$ cat src/rtl/bst_pkg.sv
// Package for the Bezier scoop trajectory core.
// Holds field widths, the configuration record and the sequencer states.
// No dependencies.
package bst_pkg;

	localparam int COORD_W   = 24;
	localparam int MAX_STEPS = 63;
	localparam int STEP_W    = 6;
	localparam int TOOL_W    = 14;
	localparam int GEOM_W    = 16;
	localparam int TPOS_W    = 12;
	localparam int RATIO_W   = 17;
	localparam int MUL_A_W   = 33;
	localparam int MUL_B_W   = 18;
	localparam int MUL_P_W   = MUL_A_W + MUL_B_W;
	localparam int APB_AW    = 5;
	localparam int APB_DW    = 32;

	// Register indexes on the configuration port.
	localparam logic [2:0] REG_STEP_COUNT  = 3'd0;
	localparam logic [2:0] REG_TOOL_SCOOP  = 3'd1;
	localparam logic [2:0] REG_TOOL_CENTER = 3'd2;
	localparam logic [2:0] REG_CURVE_DEPTH = 3'd3;
	localparam logic [2:0] REG_CURVE_REACH = 3'd4;

	typedef struct packed {
		logic [STEP_W-1:0]        step_count;
		logic signed [TOOL_W-1:0] tool_scoop_pos;
		logic signed [TOOL_W-1:0] tool_center_pos;
		logic [GEOM_W-1:0]        curve_depth;
		logic [GEOM_W-1:0]        curve_reach;
	} bst_cfg_t;

	typedef enum logic [10:0] {
		ST_IDLE = 11'b00000000001,
		ST_DIV  = 11'b00000000010,
		ST_M1   = 11'b00000000100,
		ST_M2   = 11'b00000001000,
		ST_M3   = 11'b00000010000,
		ST_M4   = 11'b00000100000,
		ST_M5   = 11'b00001000000,
		ST_M6   = 11'b00010000000,
		ST_M7   = 11'b00100000000,
		ST_FIN  = 11'b01000000000,
		ST_EMIT = 11'b10000000000
	} bst_state_t;

endpackage

$ cat src/rtl/bst_ifs.sv
// Streaming channel interfaces for the Bezier scoop trajectory core.
// Depends on bst_pkg for the field widths.
interface bst_in_if;
	import bst_pkg::*;
	logic                      valid;
	logic                      ready;
	logic signed [COORD_W-1:0] base_x;
	logic signed [COORD_W-1:0] base_y;
	logic signed [COORD_W-1:0] base_z;
	modport source (output valid, base_x, base_y, base_z, input ready);
	modport sink (input valid, base_x, base_y, base_z, output ready);
endinterface

interface bst_out_if;
	import bst_pkg::*;
	logic                      valid;
	logic                      ready;
	logic signed [COORD_W-1:0] point_x;
	logic signed [COORD_W-1:0] point_y;
	logic signed [COORD_W-1:0] point_z;
	logic                      tool_valid;
	logic [TPOS_W-1:0]         tool_pos;
	logic                      last_point;
	modport source (output valid, point_x, point_y, point_z, tool_valid, tool_pos,
		last_point, input ready);
	modport sink (input valid, point_x, point_y, point_z, tool_valid, tool_pos,
		last_point, output ready);
endinterface

$ cat src/rtl/bst_regs.sv
// Configuration register bank with an APB-style write and read port.
// Depends on bst_pkg for the register record and indexes.
module bst_regs (
	input  logic                       clk,
	input  logic                       arst_n,
	input  logic                       psel,
	input  logic                       penable,
	input  logic                       pwrite,
	input  logic [bst_pkg::APB_AW-1:0] paddr,
	input  logic [bst_pkg::APB_DW-1:0] pwdata,
	output logic [bst_pkg::APB_DW-1:0] prdata,
	output logic                       pready,
	output bst_pkg::bst_cfg_t          cfg
);
	import bst_pkg::*;

	bst_cfg_t   cfg_q;
	logic       wr_en;
	logic [2:0] idx;

	assign pready = 1'b1;
	assign wr_en  = psel && penable && pwrite;
	assign idx    = paddr[APB_AW-1:2];
	assign cfg    = cfg_q;

	// Register writes at the access phase of a write transaction.
	always_ff @(posedge clk or negedge arst_n) begin
		if (!arst_n) begin
			cfg_q.step_count      <= STEP_W'(32);
			cfg_q.tool_scoop_pos  <= TOOL_W'(2048);
			cfg_q.tool_center_pos <= TOOL_W'(2048);
			cfg_q.curve_depth     <= GEOM_W'(12800);
			cfg_q.curve_reach     <= GEOM_W'(12800);
		end else if (wr_en) begin
			unique case (idx)
				REG_STEP_COUNT:  cfg_q.step_count      <= pwdata[STEP_W-1:0];
				REG_TOOL_SCOOP:  cfg_q.tool_scoop_pos  <= pwdata[TOOL_W-1:0];
				REG_TOOL_CENTER: cfg_q.tool_center_pos <= pwdata[TOOL_W-1:0];
				REG_CURVE_DEPTH: cfg_q.curve_depth     <= pwdata[GEOM_W-1:0];
				REG_CURVE_REACH: cfg_q.curve_reach     <= pwdata[GEOM_W-1:0];
				default: ;
			endcase
		end
	end

	// Read mux; addresses beyond the list read as zero.
	always_comb begin
		prdata = '0;
		unique case (idx)
			REG_STEP_COUNT:  prdata[STEP_W-1:0] = cfg_q.step_count;
			REG_TOOL_SCOOP:  prdata[TOOL_W-1:0] = cfg_q.tool_scoop_pos;
			REG_TOOL_CENTER: prdata[TOOL_W-1:0] = cfg_q.tool_center_pos;
			REG_CURVE_DEPTH: prdata[GEOM_W-1:0] = cfg_q.curve_depth;
			REG_CURVE_REACH: prdata[GEOM_W-1:0] = cfg_q.curve_reach;
			default: ;
		endcase
	end

endmodule

$ cat src/rtl/bst_mul.sv
// Shared unsigned multiplier with a registered product.
// Depends on bst_pkg for the operand widths.
module bst_mul (
	input  logic                        clk,
	input  logic [bst_pkg::MUL_A_W-1:0] a,
	input  logic [bst_pkg::MUL_B_W-1:0] b,
	output logic [bst_pkg::MUL_P_W-1:0] p_q
);
	import bst_pkg::*;

	// One product per cycle, read by the sequencer in the following state.
	always_ff @(posedge clk) begin
		p_q <= MUL_P_W'(a) * MUL_P_W'(b);
	end

endmodule

$ cat src/rtl/bst_seq.sv
// Sequencer and datapath: ratio divider, step ratio accumulator and the
// operand schedule of the shared multiplier. Depends on bst_pkg and bst_mul.
module bst_seq (
	input  logic              clk,
	input  logic              arst_n,
	input  bst_pkg::bst_cfg_t cfg,
	bst_in_if.sink            in_ch,
	bst_out_if.source         out_ch
);
	import bst_pkg::*;

	bst_state_t state_q;

	logic signed [COORD_W-1:0] bx_q, by_q, bz_q;
	logic [STEP_W-1:0]  n_q, step_q;
	logic [4:0]         div_cnt_q;
	logic [RATIO_W-1:0] q0_q;
	logic [STEP_W-1:0]  rem0_q;
	logic [RATIO_W-1:0] r_q;
	logic [STEP_W-1:0]  racc_q;
	logic [16:0]        offz_q, offx_q, xhi_q;
	logic [MUL_P_W-1:0] plo_q;

	logic [MUL_A_W-1:0] mul_a;
	logic [MUL_B_W-1:0] mul_b;
	logic [MUL_P_W-1:0] prod;

	logic [STEP_W:0]    div_sh;
	logic               div_bit;
	logic [STEP_W:0]    div_rem;
	logic [STEP_W:0]    acc_sum;
	logic [RATIO_W-1:0] u;
	logic [17:0]        dep3, kx;
	logic [16:0]        rr;
	logic [14:0]        diff, absd;
	logic [67:0]        psum;
	logic [MUL_P_W-1:0] zrnd;
	logic [14:0]        tq;
	logic [15:0]        raw;
	logic [COORD_W:0]   sx, sz;

	bst_mul u_mul (.clk(clk), .a(mul_a), .b(mul_b), .p_q(prod));

	assign in_ch.ready  = (state_q == ST_IDLE);
	assign out_ch.valid = (state_q == ST_EMIT);

	// Restoring divider step for 65536 / N, one quotient bit a cycle.
	assign div_sh  = {rem0_q, (div_cnt_q == 5'd16)};
	assign div_bit = (div_sh >= {1'b0, n_q});
	assign div_rem = div_bit ? (div_sh - {1'b0, n_q}) : div_sh;

	// Next ratio: fraction accumulator with carry into the ratio.
	assign acc_sum = {1'b0, racc_q} + {1'b0, rem0_q};

	assign u    = RATIO_W'(65536) - r_q;
	assign dep3 = {1'b0, cfg.curve_depth, 1'b0} + {2'b00, cfg.curve_depth};
	assign kx   = 18'd196608 - {r_q, 1'b0};
	assign rr   = 17'({1'b0, r_q} - 18'd32768) << 1;
	assign diff = {cfg.tool_center_pos[TOOL_W-1], cfg.tool_center_pos}
		- {cfg.tool_scoop_pos[TOOL_W-1], cfg.tool_scoop_pos};
	assign absd = diff[14] ? (15'd0 - diff) : diff;

	// Rounding of the two offsets.
	assign zrnd = prod + MUL_P_W'(64'h8000_0000);
	assign psum = {prod[35:0], 32'd0} + 68'(plo_q) + (68'd1 << 47);

	// Tool ramp, truncated toward zero and clamped.
	assign tq  = prod[30:16];
	assign raw = diff[14]
		? ({{2{cfg.tool_scoop_pos[TOOL_W-1]}}, cfg.tool_scoop_pos} - {1'b0, tq})
		: ({{2{cfg.tool_scoop_pos[TOOL_W-1]}}, cfg.tool_scoop_pos} + {1'b0, tq});

	assign sx = {bx_q[COORD_W-1], bx_q} + (COORD_W+1)'(offx_q);
	assign sz = {bz_q[COORD_W-1], bz_q} - (COORD_W+1)'(offz_q);

	// Operand schedule of the shared multiplier.
	always_comb begin
		mul_a = '0;
		mul_b = '0;
		unique case (state_q)
			ST_M1: begin
				mul_a = MUL_A_W'(u);
				mul_b = MUL_B_W'(r_q);
			end
			ST_M2: begin
				mul_a = MUL_A_W'(prod[30:0]);
				mul_b = dep3;
			end
			ST_M3: begin
				mul_a = MUL_A_W'(cfg.curve_reach);
				mul_b = MUL_B_W'(r_q);
			end
			ST_M4: begin
				mul_a = prod[MUL_A_W-1:0];
				mul_b = MUL_B_W'(r_q);
			end
			ST_M5: begin
				mul_a = MUL_A_W'(prod[31:0]);
				mul_b = kx;
			end
			ST_M6: begin
				mul_a = MUL_A_W'(xhi_q);
				mul_b = kx;
			end
			ST_M7: begin
				mul_a = MUL_A_W'(absd);
				mul_b = MUL_B_W'(rr);
			end
			default: ;
		endcase
	end

	// Sequencer control state.
	always_ff @(posedge clk or negedge arst_n) begin
		if (!arst_n) begin
			state_q   <= ST_IDLE;
			n_q       <= '0;
			step_q    <= '0;
			div_cnt_q <= '0;
			q0_q      <= '0;
			rem0_q    <= '0;
			r_q       <= '0;
			racc_q    <= '0;
		end else begin
			unique case (state_q)
				ST_IDLE: begin
					if (in_ch.valid) begin
						n_q       <= (cfg.step_count == '0) ? STEP_W'(1) : cfg.step_count;
						div_cnt_q <= 5'd16;
						q0_q      <= '0;
						rem0_q    <= '0;
						state_q   <= ST_DIV;
					end
				end
				ST_DIV: begin
					q0_q      <= {q0_q[RATIO_W-2:0], div_bit};
					rem0_q    <= div_rem[STEP_W-1:0];
					div_cnt_q <= div_cnt_q - 5'd1;
					if (div_cnt_q == 5'd0) begin
						step_q  <= '0;
						r_q     <= '0;
						racc_q  <= '0;
						state_q <= ST_M1;
					end
				end
				ST_M1:  state_q <= ST_M2;
				ST_M2:  state_q <= ST_M3;
				ST_M3:  state_q <= ST_M4;
				ST_M4:  state_q <= ST_M5;
				ST_M5:  state_q <= ST_M6;
				ST_M6:  state_q <= ST_M7;
				ST_M7:  state_q <= ST_FIN;
				ST_FIN: state_q <= ST_EMIT;
				ST_EMIT: begin
					if (out_ch.ready) begin
						if (step_q == n_q) begin
							state_q <= ST_IDLE;
						end else begin
							step_q <= step_q + STEP_W'(1);
							if (acc_sum >= {1'b0, n_q}) begin
								racc_q <= STEP_W'(acc_sum - {1'b0, n_q});
								r_q    <= r_q + q0_q + RATIO_W'(1);
							end else begin
								racc_q <= acc_sum[STEP_W-1:0];
								r_q    <= r_q + q0_q;
							end
							state_q <= ST_M1;
						end
					end
				end
				default: state_q <= ST_IDLE;
			endcase
		end
	end

	// Payload registers: base point, partial products and the result.
	always_ff @(posedge clk) begin
		if (in_ch.valid && in_ch.ready) begin
			bx_q <= in_ch.base_x;
			by_q <= in_ch.base_y;
			bz_q <= in_ch.base_z;
		end
		if (state_q == ST_M3) offz_q <= zrnd[48:32];
		if (state_q == ST_M5) xhi_q  <= prod[48:32];
		if (state_q == ST_M6) plo_q  <= prod;
		if (state_q == ST_M7) offx_q <= psum[64:48];
		if (state_q == ST_FIN) begin
			if (sx[COORD_W] != sx[COORD_W-1])
				out_ch.point_x <= sx[COORD_W] ? {1'b1, {(COORD_W-1){1'b0}}}
					: {1'b0, {(COORD_W-1){1'b1}}};
			else
				out_ch.point_x <= sx[COORD_W-1:0];
			if (sz[COORD_W] != sz[COORD_W-1])
				out_ch.point_z <= sz[COORD_W] ? {1'b1, {(COORD_W-1){1'b0}}}
					: {1'b0, {(COORD_W-1){1'b1}}};
			else
				out_ch.point_z <= sz[COORD_W-1:0];
			out_ch.point_y    <= by_q;
			out_ch.tool_valid <= (r_q >= RATIO_W'(32768));
			if (r_q < RATIO_W'(32768) || raw[15])
				out_ch.tool_pos <= '0;
			else if (raw[14:12] != 3'd0)
				out_ch.tool_pos <= TPOS_W'(4095);
			else
				out_ch.tool_pos <= raw[TPOS_W-1:0];
			out_ch.last_point <= (step_q == n_q);
		end
	end

endmodule

$ cat src/rtl/bezier_scoop_trajectory_core.sv
// Top level of the Bezier scoop trajectory core.
// Depends on bst_pkg, bst_ifs, bst_regs, bst_mul (inside bst_seq) and bst_seq.
//
// Usage: a base point enters on in_ch (valid/ready transaction). For it the
// core emits N+1 curve points on out_ch, N being step_count (0 acts as 1),
// with last_point set on the final one. The core takes no new base point
// until the final point of the current curve has been taken.
// Sequence: a divider first forms 65536 / N, then for each point seven
// products go through the one shared multiplier (states M1 to M7), the
// result is formed in FIN and the point waits in the output register in EMIT.
// When the receiver holds ready low the point waits in the output register
// and the sequencer stops until the transaction completes.
// Configuration is written over the APB-style port while the core is idle;
// pready is always high. Reset returns the registers to their defaults and
// the sequencer to idle; there is no clearing pass.
module bezier_scoop_trajectory_core (
	input  logic                       clk,
	input  logic                       arst_n,
	bst_in_if.sink                     in_ch,
	bst_out_if.source                  out_ch,
	input  logic                       psel,
	input  logic                       penable,
	input  logic                       pwrite,
	input  logic [bst_pkg::APB_AW-1:0] paddr,
	input  logic [bst_pkg::APB_DW-1:0] pwdata,
	output logic [bst_pkg::APB_DW-1:0] prdata,
	output logic                       pready
);
	import bst_pkg::*;

	bst_cfg_t cfg;

	bst_regs u_regs (
		.clk(clk), .arst_n(arst_n), .psel(psel), .penable(penable), .pwrite(pwrite),
		.paddr(paddr), .pwdata(pwdata), .prdata(prdata), .pready(pready), .cfg(cfg)
	);

	bst_seq u_seq (
		.clk(clk), .arst_n(arst_n), .cfg(cfg), .in_ch(in_ch), .out_ch(out_ch)
	);

endmodule

$ cat src/flat_wrapper.sv
// flat-port wrapper written by rule: the top's interface ports become plain ports
module bezier_scoop_trajectory_core_flat import bst_pkg::*;
  (clk, arst_n, psel, penable, pwrite, paddr, pwdata, prdata, pready, in_ch_valid, in_ch_base_x, in_ch_base_y, in_ch_base_z, in_ch_ready, out_ch_valid, out_ch_point_x, out_ch_point_y, out_ch_point_z, out_ch_tool_valid, out_ch_tool_pos, out_ch_last_point, out_ch_ready);
  bst_in_if in_ch_i ();
  bst_out_if out_ch_i ();
  input  logic clk;
  input  logic arst_n;
  input  logic psel;
  input  logic penable;
  input  logic pwrite;
  input  logic [bst_pkg::APB_AW-1:0] paddr;
  input  logic [bst_pkg::APB_DW-1:0] pwdata;
  output logic [bst_pkg::APB_DW-1:0] prdata;
  output logic pready;
  input wire logic [$bits(in_ch_i.valid)-1:0] in_ch_valid;
  input wire logic [$bits(in_ch_i.base_x)-1:0] in_ch_base_x;
  input wire logic [$bits(in_ch_i.base_y)-1:0] in_ch_base_y;
  input wire logic [$bits(in_ch_i.base_z)-1:0] in_ch_base_z;
  output wire logic [$bits(in_ch_i.ready)-1:0] in_ch_ready;
  output wire logic [$bits(out_ch_i.valid)-1:0] out_ch_valid;
  output wire logic [$bits(out_ch_i.point_x)-1:0] out_ch_point_x;
  output wire logic [$bits(out_ch_i.point_y)-1:0] out_ch_point_y;
  output wire logic [$bits(out_ch_i.point_z)-1:0] out_ch_point_z;
  output wire logic [$bits(out_ch_i.tool_valid)-1:0] out_ch_tool_valid;
  output wire logic [$bits(out_ch_i.tool_pos)-1:0] out_ch_tool_pos;
  output wire logic [$bits(out_ch_i.last_point)-1:0] out_ch_last_point;
  input wire logic [$bits(out_ch_i.ready)-1:0] out_ch_ready;
  assign in_ch_i.valid = in_ch_valid;
  assign in_ch_i.base_x = in_ch_base_x;
  assign in_ch_i.base_y = in_ch_base_y;
  assign in_ch_i.base_z = in_ch_base_z;
  assign in_ch_ready = in_ch_i.ready;
  assign out_ch_valid = out_ch_i.valid;
  assign out_ch_point_x = out_ch_i.point_x;
  assign out_ch_point_y = out_ch_i.point_y;
  assign out_ch_point_z = out_ch_i.point_z;
  assign out_ch_tool_valid = out_ch_i.tool_valid;
  assign out_ch_tool_pos = out_ch_i.tool_pos;
  assign out_ch_last_point = out_ch_i.last_point;
  assign out_ch_i.ready = out_ch_ready;
  bezier_scoop_trajectory_core u_core (.clk(clk), .arst_n(arst_n), .in_ch(in_ch_i), .out_ch(out_ch_i), .psel(psel), .penable(penable), .pwrite(pwrite), .paddr(paddr), .pwdata(pwdata), .prdata(prdata), .pready(pready));
endmodule
$ cat config.mk
export PLATFORM = sky130hd
export DESIGN_NAME = bezier_scoop_trajectory_core_flat
export DESIGN_NICKNAME = d
export VERILOG_FILES = /design/src/rtl/bst_pkg.sv /design/src/rtl/bst_ifs.sv /design/src/rtl/bst_regs.sv /design/src/rtl/bst_mul.sv /design/src/rtl/bst_seq.sv /design/src/rtl/bezier_scoop_trajectory_core.sv /design/src/flat_wrapper.sv
export SDC_FILE = /design/constraint.sdc
export NUM_CORES = 2
export LEC_CHECK = 0
export BUFFER_PORTS_ARGS = -buffer_cell sky130_fd_sc_hd__buf_2
export CORE_MARGIN = 4
export CORE_UTILIZATION = 50
export CTS_CLUSTER_SIZE = 20
export DETAILED_ROUTE_END_ITERATION = 7
export PLACE_DENSITY = 0.71
export SETUP_SLACK_MARGIN = 0.5
export SKIP_LAST_GASP = 1
export SYNTH_ARGS = -nofsm -noshare
export SYNTH_HDL_FRONTEND = slang
export SYNTH_HIERARCHICAL = 1
export SYNTH_SLANG_ARGS = --single-unit
export TNS_END_PERCENT = 5
$ cat constraint.sdc
create_clock -name clk -period 9.9 [get_ports clk]
set_clock_uncertainty 0.2 [all_clocks]
set_input_delay 1.485 -clock clk [delete_from_list [all_inputs] [get_ports clk]]
set_output_delay 1.485 -clock clk [all_outputs]
set_load 0.005 [all_outputs]
==> results.py <==
metrics = {
    "detailed_routing": {
        "vias": 31940,
        "wire_per_inst_um": 19.88,
        "vias_per_cell": 5.606,
        "wl_um": 113300,
        "drtAntennaViolNets": 0,
        "firstDrtPassIters": 8,
        "drcViolationCount": 0,
        "drt_iter0_markers": 2362,
    },
    "power_and_ir_drop": {
        "p_int_w": 0.003942,
        "power.leakage_nw": 22.21,
        "totalPowerFinal_w": 0.006149,
        "p_per_area_nw_per_um2": 131.1,
        "comb_power_share": 0.351,
        "switching_share": 0.3590,
        "vdd_ir_drop_max_v": 0.0001361,
        "p_sw_w": 0.002207,
        "seqPwrFrac": 0.367,
        "p_clk_frac": 0.282,
    },
    "yosys": {
        "synth_edf_count": 228,
        "synth-seq-cells": 419,
        "synthTopCellsByArea": "fa_1, edfxtp_1, ha_1",
        "seq_area_frac_synth": 0.2691,
        "synth.largest_area_cell": "fa_1",
        "synth_area_um2": 42310,
        "synthFlopType": "edfxtp_1",
        "synthCells": 4342,
        "ys_types": 106,
        "synth_warnings": 6,
        "synth_top_cell_area_share": 0.2389,
        "avgSynthCellArea_um2": 9.744,
        "synthArstFlopShare": 0.3341,
    },
    "global_routing": {
        "grt_max_degree": 81,
        "grt_pass1_wl_um": 178700,
        "antenna_found_initial": 1,
        "grt_usage": 0.2512,
        "grt_overflow_total": 0,
        "grt_pass1_vias": 32500,
    },
    "die": {
        "start_util": 0.5048,
        "rows": 106,
        "die_area_um2": 89340,
        "die_w_um": 298.9,
        "ioPinCount": 237,
        "die_h_um": 298.9,
        "core_um2": 83820,
    },
    "sta": {
        "fin_crit_ns": 9.256,
        "slew_headroom": 0.2222,
        "fin_crit_sh": 0.9350,
        "maxSlewViolCount": 0,
        "finalSetupViolations": 0,
        "max_freq_ghz": 0.1080,
        "fin_setup_tns_ns": 0,
        "grt_setup_unrepaired": "true",
        "worst_pin_slew_ns": 1.167,
        "hold_violations": 0,
    },
    "clocking": {
        "cts_buffer_depth": 3,
        "numCtsBuffers": 45,
        "cts_tree": "done",
        "clk_transition_reported_paths_ns": 0.06,
        "ctsHoldBuffers": 0,
        "clk_latency_ns": 0.61,
        "cts.sinks": 419,
        "clock-root-buffer": "clkbuf_16",
        "htree_levels": 2,
    },
    "worst_setup_path": {
        "timing.rr.start": "u_core/u_regs/cfg[32]$_DFFE_PN0P_",
        "crit_required_ns": 10.15,
        "path_class": "flip-flop to flip-flop",
        "r2r-end": "u_core/u_seq/u_mul/p_q[43]$_DFF_P_",
        "cp_common_cell": "fa_1",
        "crit_path_max_fanout": 6,
        "worstPathArrival_ns": 9.51,
        "start_kind": "flip-flop",
        "worst_r2r_path_depth": 35,
        "slowest_stage": "fa_1",
        "r2r_setup_slack_ns": 0.64,
        "worstSetupEndpointType": "flip-flop",
        "critical_path.max_stage_delay_ns": 0.56,
    },
    "placed_design": {
        "dp_hpwl_um": 86100,
        "gp_congestion": 0.9244,
        "portBuffers": 201,
    },
    "run_status": {
        "outcome": "completed",
    },
    "min_path": {
        "min_from": "u_core/u_seq/u_mul/p_q[49]$_DFF_P_",
        "holdPathEnd": "u_core/u_seq/plo_q[49]$_DFFE_PN_",
        "min_path_type": "flip-flop to flip-flop",
        "worstHoldPathCells": 0,
    },
    "finish": {
        "area_growth_pct": 10.85,
        "drive_gt1_frac": 0.1270,
        "nNetsFinal": 5427,
    },
    "flow_run": {
        "drv_cap": 0,
    },
}
[cell usage after synthesis (23+ instances only)]
library cell  number
nand2b_1          28
nand2_1          545
nor2_1           157
nor2b_1           34
mux2_2            57
dfxtp_1           51
a21o_1            70
nand3_1           47
o21a_1            36
o211ai_1          24
o21ai_0          129
and3_1            27
xor2_1            98
edfxtp_1         228
nand4_1           24
fa_1             505
a22o_1            23
a21oi_1          161
and2_1           260
clkbuf_1         147
ha_1             282
nor3_1            47
dfrtp_1          130
xnor2_1          119
inv_1            677
[critical path: cells and delay by family, from the launching register on]
| kind | cells | cell delay [ns] |
|---|---|---|
| DFF | 1 | 0.37 |
| adders and majority gates | 9 | 4.00 |
| and+or+nand+nor | 8 | 1.87 |
| buffers and inverters | 8 | 0.82 |
| xor gates and xnor gates | 1 | 0.23 |
| AOI/OAI and AO/OA | 9 | 1.59 |
[power groups by stage]
stage / clock, W / sequential [W] / combinational [W]
6_report: 0.00173 / 0.00226 / 0.00216
5_1_grt: 0.00183 / 0.00227 / 0.00237
4_1_cts: 0.00176 / 0.00225 / 0.00207
3_5_place_dp: 0 / 0.00228 / 0.00205
3_3_place_gp: 0 / 0.00228 / 0.00202
2_1_floorplan: 0 / 0.00220 / 0.00155
[how the worst max path moves through the flow]
stage               slack, ns                           startpoint                                  to  cells past startpoint
detailed placement       0.46    u_core/u_regs/cfg[32]$_DFFE_PN0P_  u_core/u_seq/u_mul/p_q[50]$_DFF_P_                     34
finish                   0.64    u_core/u_regs/cfg[32]$_DFFE_PN0P_  u_core/u_seq/u_mul/p_q[43]$_DFF_P_                     35
global route             0.35    u_core/u_regs/cfg[32]$_DFFE_PN0P_  u_core/u_seq/u_mul/p_q[45]$_DFF_P_                     38
CTS                      0.46    u_core/u_regs/cfg[32]$_DFFE_PN0P_  u_core/u_seq/u_mul/p_q[44]$_DFF_P_                     35
floorplan                0.98  u_core/u_seq/state_q[5]$_DFFE_PN0P_  u_core/u_seq/u_mul/p_q[49]$_DFF_P_                     31
global placement         0.58    u_core/u_regs/cfg[32]$_DFFE_PN0P_  u_core/u_seq/u_mul/p_q[48]$_DFF_P_                     34
[cell families after synthesis]
kind of cell / after synthesis / share of synthesized area
multiplexers: 89 / 0.02463
flip-flops: 419 / 0.2691
AO/OA/AOI/OAI: 679 / 0.1084
XOR/XNOR: 217 / 0.04492
buffers and inverters: 865 / 0.07991
adder cells (fa/ha/maj): 787 / 0.3223
other: 2 / 0.0001775
AND/OR/NAND/NOR: 1284 / 0.1506
[layout make-up]
type | count | area (um^2)
diodes | 4 | 10.01
clock buffers | 59 | 1240
clock inverters | 24 | 269.0
fillers | 7269 | 36920
inverters | 678 | 2546
multi-input cells | 3073 | 27990
flip-flops and latches | 419 | 11390
well taps | 1134 | 1419
repair buffers | 307 | 2039
[state kept, by name, summed over array words and instances, names as in the netlist, 19 cells and up]
| register | count |
|---|---|
| u_core/u_seq/out_ch.point_y | 24 |
| u_core/u_seq/out_ch.point_x | 24 |
| u_core/u_seq/plo_q | 19 |
| u_core/u_seq/bx_q | 24 |
| u_core/u_seq/out_ch.point_z | 24 |
| u_core/u_seq/by_q | 24 |
| u_core/u_seq/bz_q | 24 |
| u_core/u_seq/u_mul/p_q | 51 |
| u_core/u_regs/cfg | 66 |
[per-stage QoR]
step	area, um^2	setup WS, ns	hold WS (ns)	std cells	utilization
after floorplan	42370	0.9802	0.1855	4357	-
after global placement	44760	0.5789	0.1934	5589	0.5340
after detailed placement	44760	0.4597	0.2032	5589	0.5340
after CTS	46290	0.4627	0.2175	5673	0.5522
after global routing	46890	0.3463	0.2165	5694	0.5594
final	46900	0.6440	0.2135	5698	0.5595
[layer usage]
| layer | vias to the layer above | GRT usage | part of all wire |
|---|---|---|---|
| met5 | - | 0 | 0 |
| met4 | 0 | 0.1043 | 0.046 |
| met3 | 285 | 0.03385 | 0.066 |
| met2 | 1160 | 0.4186 | 0.47 |
| met1 | 15900 | 0.3323 | 0.41 |
| li1 | 14600 | - | - |
[cells in the final DEF, fill, tap and decap left out, types with 26 or more instances in the layout]
master / count
a21o_1: 70
a21oi_1: 154
and2_1: 260
and3_1: 26
buf_2: 200
buf_4: 83
clkbuf_16: 48
dfrtp_1: 127
dfxtp_1: 51
edfxtp_1: 228
fa_1: 504
ha_1: 273
inv_1: 675
mux2_2: 57
nand2_1: 544
nand2b_1: 28
nand3_1: 46
nor2_1: 155
nor2b_1: 33
nor3_1: 46
o21a_1: 36
o21ai_0: 124
xnor2_1: 118
xor2_1: 96
[what timing repair did]
| item | in CTS | in global routing |
|---|---|---|
| setup buffers | 1 | 20 |
| cloned | 0 | 1 |
| endpoints found under the hold margin | 0 | 0 |
| setup endpoints to repair | 6 | 21 |
| gates resized for setup | 3 | 76 |
| pin swaps | 1 | 17 |
Power figures use the tool's default switching activity.
